### src/rtl/mpe_pkg.sv
// Shared constants, codes, types and helpers of the matrix product element engine.
package mpe_pkg;

  // Store geometry: both matrices are row-major with a fixed row stride.
  localparam int MAX_DIM = 32;
  localparam int DEPTH   = MAX_DIM * MAX_DIM;
  localparam int DIM_W   = (MAX_DIM > 1) ? $clog2(MAX_DIM) : 1;
  localparam int CNT_W   = $clog2(MAX_DIM + 1);
  localparam int ADDR_W  = (DEPTH > 1) ? $clog2(DEPTH) : 1;

  // Field widths.
  localparam int OP_W   = 2;
  localparam int POS_W  = 5;
  localparam int ELEM_W = 32;
  localparam int STAT_W = 2;
  localparam int REG_W  = 6;
  localparam int RIDX_W = 2;

  // Arithmetic widths: exact Q32.32 products and a sum that cannot overflow.
  localparam int PROD_W = 2 * ELEM_W;
  localparam int ACC_W  = PROD_W + CNT_W;
  localparam int FRAC_W = 16;

  // Operation codes. The last code has no operation and the block drops it.
  localparam logic [OP_W-1:0] OP_LOAD_A = 2'd0;
  localparam logic [OP_W-1:0] OP_LOAD_B = 2'd1;
  localparam logic [OP_W-1:0] OP_QUERY  = 2'd2;
  localparam logic [OP_W-1:0] OP_UNUSED = 2'd3;

  // Status codes.
  localparam logic [STAT_W-1:0] ST_OK    = 2'd0;
  localparam logic [STAT_W-1:0] ST_SIZE  = 2'd1;
  localparam logic [STAT_W-1:0] ST_RANGE = 2'd2;

  // Configuration register indexes.
  localparam logic [RIDX_W-1:0] REG_A_ROWS = 2'd0;
  localparam logic [RIDX_W-1:0] REG_A_COLS = 2'd1;
  localparam logic [RIDX_W-1:0] REG_B_ROWS = 2'd2;
  localparam logic [RIDX_W-1:0] REG_B_COLS = 2'd3;

  // Sequencer states.
  typedef enum logic [1:0] {
    S_IDLE,
    S_RUN,
    S_WAIT,
    S_EMIT
  } state_t;

  // Control that travels alongside the operand data into the MAC pipeline.
  typedef struct packed {
    logic valid;
    logic first;
    logic last;
  } mac_ctl_t;

  // Flat store address of element (r, c).
  function automatic logic [ADDR_W-1:0] elem_addr(input int unsigned r, input int unsigned c);
    int unsigned a;
    a = r * MAX_DIM + c;
    return a[ADDR_W-1:0];
  endfunction

  // Counts above the store size act as the store size.
  function automatic logic [CNT_W-1:0] clamp_dim(input logic [REG_W-1:0] v);
    int unsigned x;
    x = (int'(v) > MAX_DIM) ? MAX_DIM : int'(v);
    return x[CNT_W-1:0];
  endfunction

endpackage

### src/rtl/mpe_mac.sv
// Multiply-accumulate pipeline with Q16.16 truncation and saturation of the sum.
module mpe_mac import mpe_pkg::*; (
  input  logic                     clk,
  input  logic                     rst,
  input  mac_ctl_t                 ctl,
  input  logic signed [ELEM_W-1:0] a_data,
  input  logic signed [ELEM_W-1:0] b_data,
  output logic                     res_valid,
  output logic signed [ELEM_W-1:0] res_value
);

  mac_ctl_t                   prod_ctl;
  mac_ctl_t                   acc_ctl;
  logic signed [PROD_W-1:0]   prod;
  logic signed [ACC_W-1:0]    acc;
  logic signed [ACC_W-1:0]    prod_ext;
  logic signed [ELEM_W-1:0]   sat_value;
  logic                       fits;

  // Control travels with the data through the product and sum stages.
  always_ff @(posedge clk) begin
    if (rst) begin
      prod_ctl  <= '0;
      acc_ctl   <= '0;
      res_valid <= 1'b0;
    end else begin
      prod_ctl  <= ctl;
      acc_ctl   <= prod_ctl;
      res_valid <= acc_ctl.valid && acc_ctl.last;
    end
  end

  // Product stage: one exact 32 by 32 signed multiply per cycle.
  always_ff @(posedge clk) begin
    if (ctl.valid) begin
      prod <= a_data * b_data;
    end
  end

  assign prod_ext = {{(ACC_W - PROD_W){prod[PROD_W-1]}}, prod};

  // Sum stage: the first term of a dot product restarts the sum.
  always_ff @(posedge clk) begin
    if (prod_ctl.valid) begin
      acc <= prod_ctl.first ? prod_ext : acc + prod_ext;
    end
  end

  // The truncated sum fits when its top bit and every bit above it match the sign.
  always_comb begin
    fits = (&acc[ACC_W-1:FRAC_W+ELEM_W-1]) || !(|acc[ACC_W-1:FRAC_W+ELEM_W-1]);
    if (fits) begin
      sat_value = acc[FRAC_W+ELEM_W-1:FRAC_W];
    end else if (acc[ACC_W-1]) begin
      sat_value = {1'b1, {(ELEM_W-1){1'b0}}};
    end else begin
      sat_value = {1'b0, {(ELEM_W-1){1'b1}}};
    end
  end

  // Result stage holds the value until the next dot product ends.
  always_ff @(posedge clk) begin
    if (acc_ctl.valid && acc_ctl.last) begin
      res_value <= sat_value;
    end
  end

endmodule

### config.mk
export PLATFORM = sky130hd
export DESIGN_NAME = mpe_mac
export DESIGN_NICKNAME = d
export VERILOG_FILES = /design/src/rtl/mpe_pkg.sv /design/src/rtl/mpe_mac.sv
export SDC_FILE = /design/constraint.sdc
export NUM_CORES = 2
export LEC_CHECK = 0
export BUFFER_PORTS_ARGS = -buffer_cell sky130_fd_sc_hd__buf_2
export CORE_MARGIN = 8
export CORE_UTILIZATION = 56
export DETAILED_ROUTE_END_ITERATION = 6
export PLACE_DENSITY = 0.72
export SYNTH_ARGS = -nofsm -noshare
export SYNTH_HDL_FRONTEND = slang
export SYNTH_SLANG_ARGS = --single-unit
### constraint.sdc
create_clock -name clk -period 12.6 [get_ports clk]
set_input_delay 2.52 -clock clk [delete_from_list [all_inputs] [get_ports clk]]
set_output_delay 2.52 -clock clk [all_outputs]
set_load 0.02 [all_outputs]
* Yosys cells after proc, flatten, opt, wreduce, memory -nomap -nowiden
Cells that the tools add are included.
Word-level totals: register bits 172, bits in latches 0, RAM bits 0, ROM bits 0, output and inout port bits 33, word-level logic and storage cells 19, memories kept 0
Operators by class: $add $sub $neg 1, $mul 1, div/mod/pow operators 0, order comparisons 0, equality and inequality tests 0, shift operators 0, muxes and demuxes 3, bitwise operators 0, reductions and logical operators 5
Operators by type and width (number):
- adder 70 x 64 -> 70 bit | 1
- two-way mux 70 bit | 1
- multiplier 32 x 32 -> 64 bit | 1
- two-way mux 32 bit | 2
- AND reduction 23 bit | 1
- OR reduction 23 bit | 1
- logical AND 1 bit | 1
- zero test 1 bit | 1
- logical OR 1 bit | 1

* Depth between registers and ports, before layout
depth after elaboration 4, depth in mapped cells 28, mapped depth without buffers 27

* Worst setup path after synthesis
No wires, ideal clock.
kind input to register, start in b_data[2], end reg prod[57] (data pin), library setup time 262 ps, arrival 9648 ps, data required time 12338 ps, path slack 2689 ps, stages 23, buffers on the path 2, path through clkbuf_1 -> nand2_1 -> inv_1 -> fa_1 -> fa_1 -> fa_1 -> fa_1 -> inv_1 -> fa_1 -> inv_1 -> fa_1 -> inv_1 -> fa_1 -> fa_1 -> inv_1 -> ha_1 -> clkbuf_1 -> nand4_1 -> or4_1 -> a21oi_1 -> o31a_1 -> mux2i_1 -> nand3_1
On the way: longest elaborated chain between the ends 1
RTL lines:
- start, declared | line mpe_mac.sv:7 | input logic signed [ELEM_W-1:0] b_data,
- multiplier 32 x 32 -> 64 bit | line mpe_mac.sv:36 | prod <= a_data * b_data;
- end signal, assigned | line mpe_mac.sv:36
- end, declared | line mpe_mac.sv:14 | logic signed [PROD_W-1:0] prod;
Every way passes these cells. A chain may end at the register's enable or synchronous reset.

* Worst setup path after layout
start in a_data[31], end reg prod[63] (data pin)
On the way: longest elaborated chain between the ends 1
RTL lines:
- start, declared | line mpe_mac.sv:6 | input logic signed [ELEM_W-1:0] a_data,
- multiplier 32 x 32 -> 64 bit | line mpe_mac.sv:36
Every way passes these cells.

==> flow_summary.yaml <==
status:
  outcome: "finished, final reports clean"
placed_design:
  gp_congestion: 0.950
  portBuffers: 101
  dp.final_hpwl_um: 94900
setup_path:
  r2r_cells: 13
  worstPathMaxFanout: 32
  crit_required_ns: 12.78
  critical_path_class: "in2reg"
  r2r-end: "acc[68]$_DFFE_PP_"
  reg2reg_from: "prod[0]$_DFFE_PP_"
  end_kind: "flip-flop"
  critical_path.endpoint: "prod[63]$_DFFE_PP_"
  r2r_setup_slack_ns: 9.05
  start_kind: "primary input"
  crit_start: "a_data[31]"
  arrival_ns: 10.73
logic_synthesis:
  ys.warnings.count: 0
  async_flop_share_pct: 0
  ys_ff_latch: 172
  ys.flop_type: "edfxtp_1"
  syn-num-nets: 6294
  synth_cells: 4889
  ys_types: 85
  seq_area_frac_synth_pct: 10.9
  avgSynthCellArea_um2: 9.54
  synth_area_um2: 46700
  synth_edf_count: 166
global_routing:
  grt_max_degree: 74
  grt_antenna_before_repair: 3
  grt_pass1_wl_um: 196000
  grt_pass1_vias: 35389
  grt_usage_pct: 26.6
  grt-ovfl-total: 0
clocking:
  cts_tree: "yes"
  clk_path_buf_depth: 2
  path_clk_slew_ns: 0.07
  clk_latency_ns: 0.45
  cts_setup_buffers: 0
  clkSinkCount: 172
  numCtsBuffers: 17
  cts_htree_levels: 4
  postCtsHoldBufs: 0
  cts_root_buffer: "clkbuf_16"
  postCtsResizedCells: 0
sta:
  maxSlewHeadroom_pct: 22.2
  min_period_ns: 10.55
  rsz0062_at_grt: "false"
  max_freq_mhz: 94.8
  hold_viol: 0
  setup-violations-final: 0
  maxSlewViolCount: 0
  tightest_slew_ns: 1.16
  fin_setup_tns_ns: 0
  skew_ns: 0.0142
  finalCritPeriodShare_pct: 83.8
floorplanning:
  fp-row-count: 106
  die-area_um2: 92800
  fp.dieW_um: 305
  start_util_pct: 56.2
  coreArea_um2: 83000
  die_y_um: 305
  ioPinCount: 102
drt:
  drtIter0Drc: 2855
  vias_per_cell: 5.66
  routedWlPerCell_um: 20.6
  final_antenna_net_count: 0
  num_vias: 33220
  drc: 0
  dr.pass1.iters: 5
  wl_um: 121000
cells_and_area:
  drive_above_1_share_pct: 4.11
  final_common_cell: "fa_1"
  nFillCells: 7166
  finish.net_count: 6180
  syn2layout_area_growth_pct: 3.46
  layout_common_cells: "fa_1 (1083), inv_1 (1030), nand2_1 (626), and2_1 (526), ha_1 (253)"
hold_path:
  hp-class: "reg2reg"
run:
  cap_violations: 0
-- final cells by class --
type | instances | area (um2) | share of cell area [%]
repair buffers | 116 | 618 | 1.28
inverters | 1031 | 3870 | 8.02
multi-input cells | 3437 | 36700 | 76.1
clock buffers | 17 | 425 | 0.881
flip-flops and latches | 172 | 5110 | 10.6
clock inverters | 15 | 159 | 0.329
diodes | 3 | 7.51 | 0.0156
well taps | 1080 | 1350 | 2.80
-- cells by family after synthesis --
group | synth area share (%)
adders and majority gates | 53.3
muxes | 0.0670
AOI/OAI and AO/OA | 7.76
xor gates and xnor gates | 2.44
DFF | 10.9
buffers and inverters | 10.3
and+or+nand+nor | 15.2
-- synthesized netlist by cell type (10+ instances only) --
| cell type | number | area, um2 |
|---|---|---|
| a21o_1 | 83 | 623 |
| a21oi_1 | 129 | 646 |
| a31oi_1 | 20 | 125 |
| and2_1 | 526 | 3290 |
| and3_1 | 15 | 93.8 |
| clkbuf_1 | 234 | 878 |
| edfxtp_1 | 166 | 4980 |
| fa_1 | 1083 | 21700 |
| ha_1 | 253 | 3170 |
| inv_1 | 1030 | 3870 |
| nand2_1 | 626 | 2350 |
| nand2b_1 | 19 | 119 |
| nand3_1 | 23 | 115 |
| nand4_1 | 41 | 257 |
| nor2_1 | 98 | 368 |
| nor2b_1 | 16 | 100 |
| nor3_1 | 17 | 85.1 |
| nor4_1 | 10 | 62.6 |
| o21a_1 | 17 | 128 |
| o21ai_0 | 151 | 756 |
| o21ai_1 | 14 | 70.1 |
| o21bai_1 | 31 | 233 |
| o31ai_1 | 12 | 90.1 |
| xnor2_1 | 81 | 709 |
| xor2_1 | 49 | 429 |
-- worst min-delay path by stage --
stage | startpoint | cells after the start | endpoint | slack, ns
final | prod_ctl[0]$_SDFF_PP0_ | 1 | acc_ctl[0]$_SDFF_PP0_ | 0.48
after global routing | prod_ctl[0]$_SDFF_PP0_ | 1 | acc_ctl[0]$_SDFF_PP0_ | 0.49
after CTS | prod_ctl[0]$_SDFF_PP0_ | 1 | acc_ctl[0]$_SDFF_PP0_ | 0.48
after detailed placement | prod_ctl[0]$_SDFF_PP0_ | 1 | acc_ctl[0]$_SDFF_PP0_ | 0.45
after global placement | prod_ctl[0]$_SDFF_PP0_ | 1 | acc_ctl[0]$_SDFF_PP0_ | 0.45
after floorplan | prod_ctl[0]$_SDFF_PP0_ | 1 | acc_ctl[0]$_SDFF_PP0_ | 0.41
-- through the flow --
step | cells | worst slack (ns) | instance area [um2] | util, % | hold slack (ns)
6_report | 5871 | 2.05 | 48300 | 58.1 | 0.480
5_1_grt | 5870 | 1.64 | 48300 | 58.1 | 0.491
4_1_cts | 5868 | 2.07 | 48300 | 58.1 | 0.484
3_5_place_dp | 5836 | 1.58 | 47700 | 57.4 | 0.450
3_3_place_gp | 5836 | 1.80 | 47700 | 57.4 | 0.453
2_1_floorplan | 4889 | 2.69 | 46700 | - | 0.414
-- worst max-delay path, stage by stage --
cell,delay (ns)
buf_2,0.52
nand2_1,0.20
inv_1,0.17
fa_1,0.46
fa_1,0.50
fa_1,0.74
fa_1,1.02
inv_1,0.41
fa_1,0.59
inv_1,0.06
fa_1,0.53
inv_1,0.05
fa_1,0.47
inv_1,0.05
fa_1,0.45
ha_1,0.45
nand4_1,0.15
or4_1,0.53
a21oi_1,0.19
o31a_1,0.34
a311oi_2,0.15
xnor2_1,0.15
-- layer usage --
| layer | part of all wire, % | vias up | global-route usage [%] |
|---|---|---|---|
| met2 | 43 | 1529 | 39.9 |
| li1 | - | 14564 | - |
| met4 | 2.3 | 0 | 6.49 |
| met3 | 11 | 194 | 7.22 |
| met1 | 43 | 16933 | 38.5 |
| met5 | 0 | - | 0 |
-- registers in the layout (all words and copies together), names as in the netlist --
register   count
acc_ctl        2
prod_ctl       3
acc           70
prod          64
res_valid      1
res_value     32
Power is left out: the tool's default activity adds up to more than one toggle a clock period on the data nets, which glitch-free logic cannot reach.
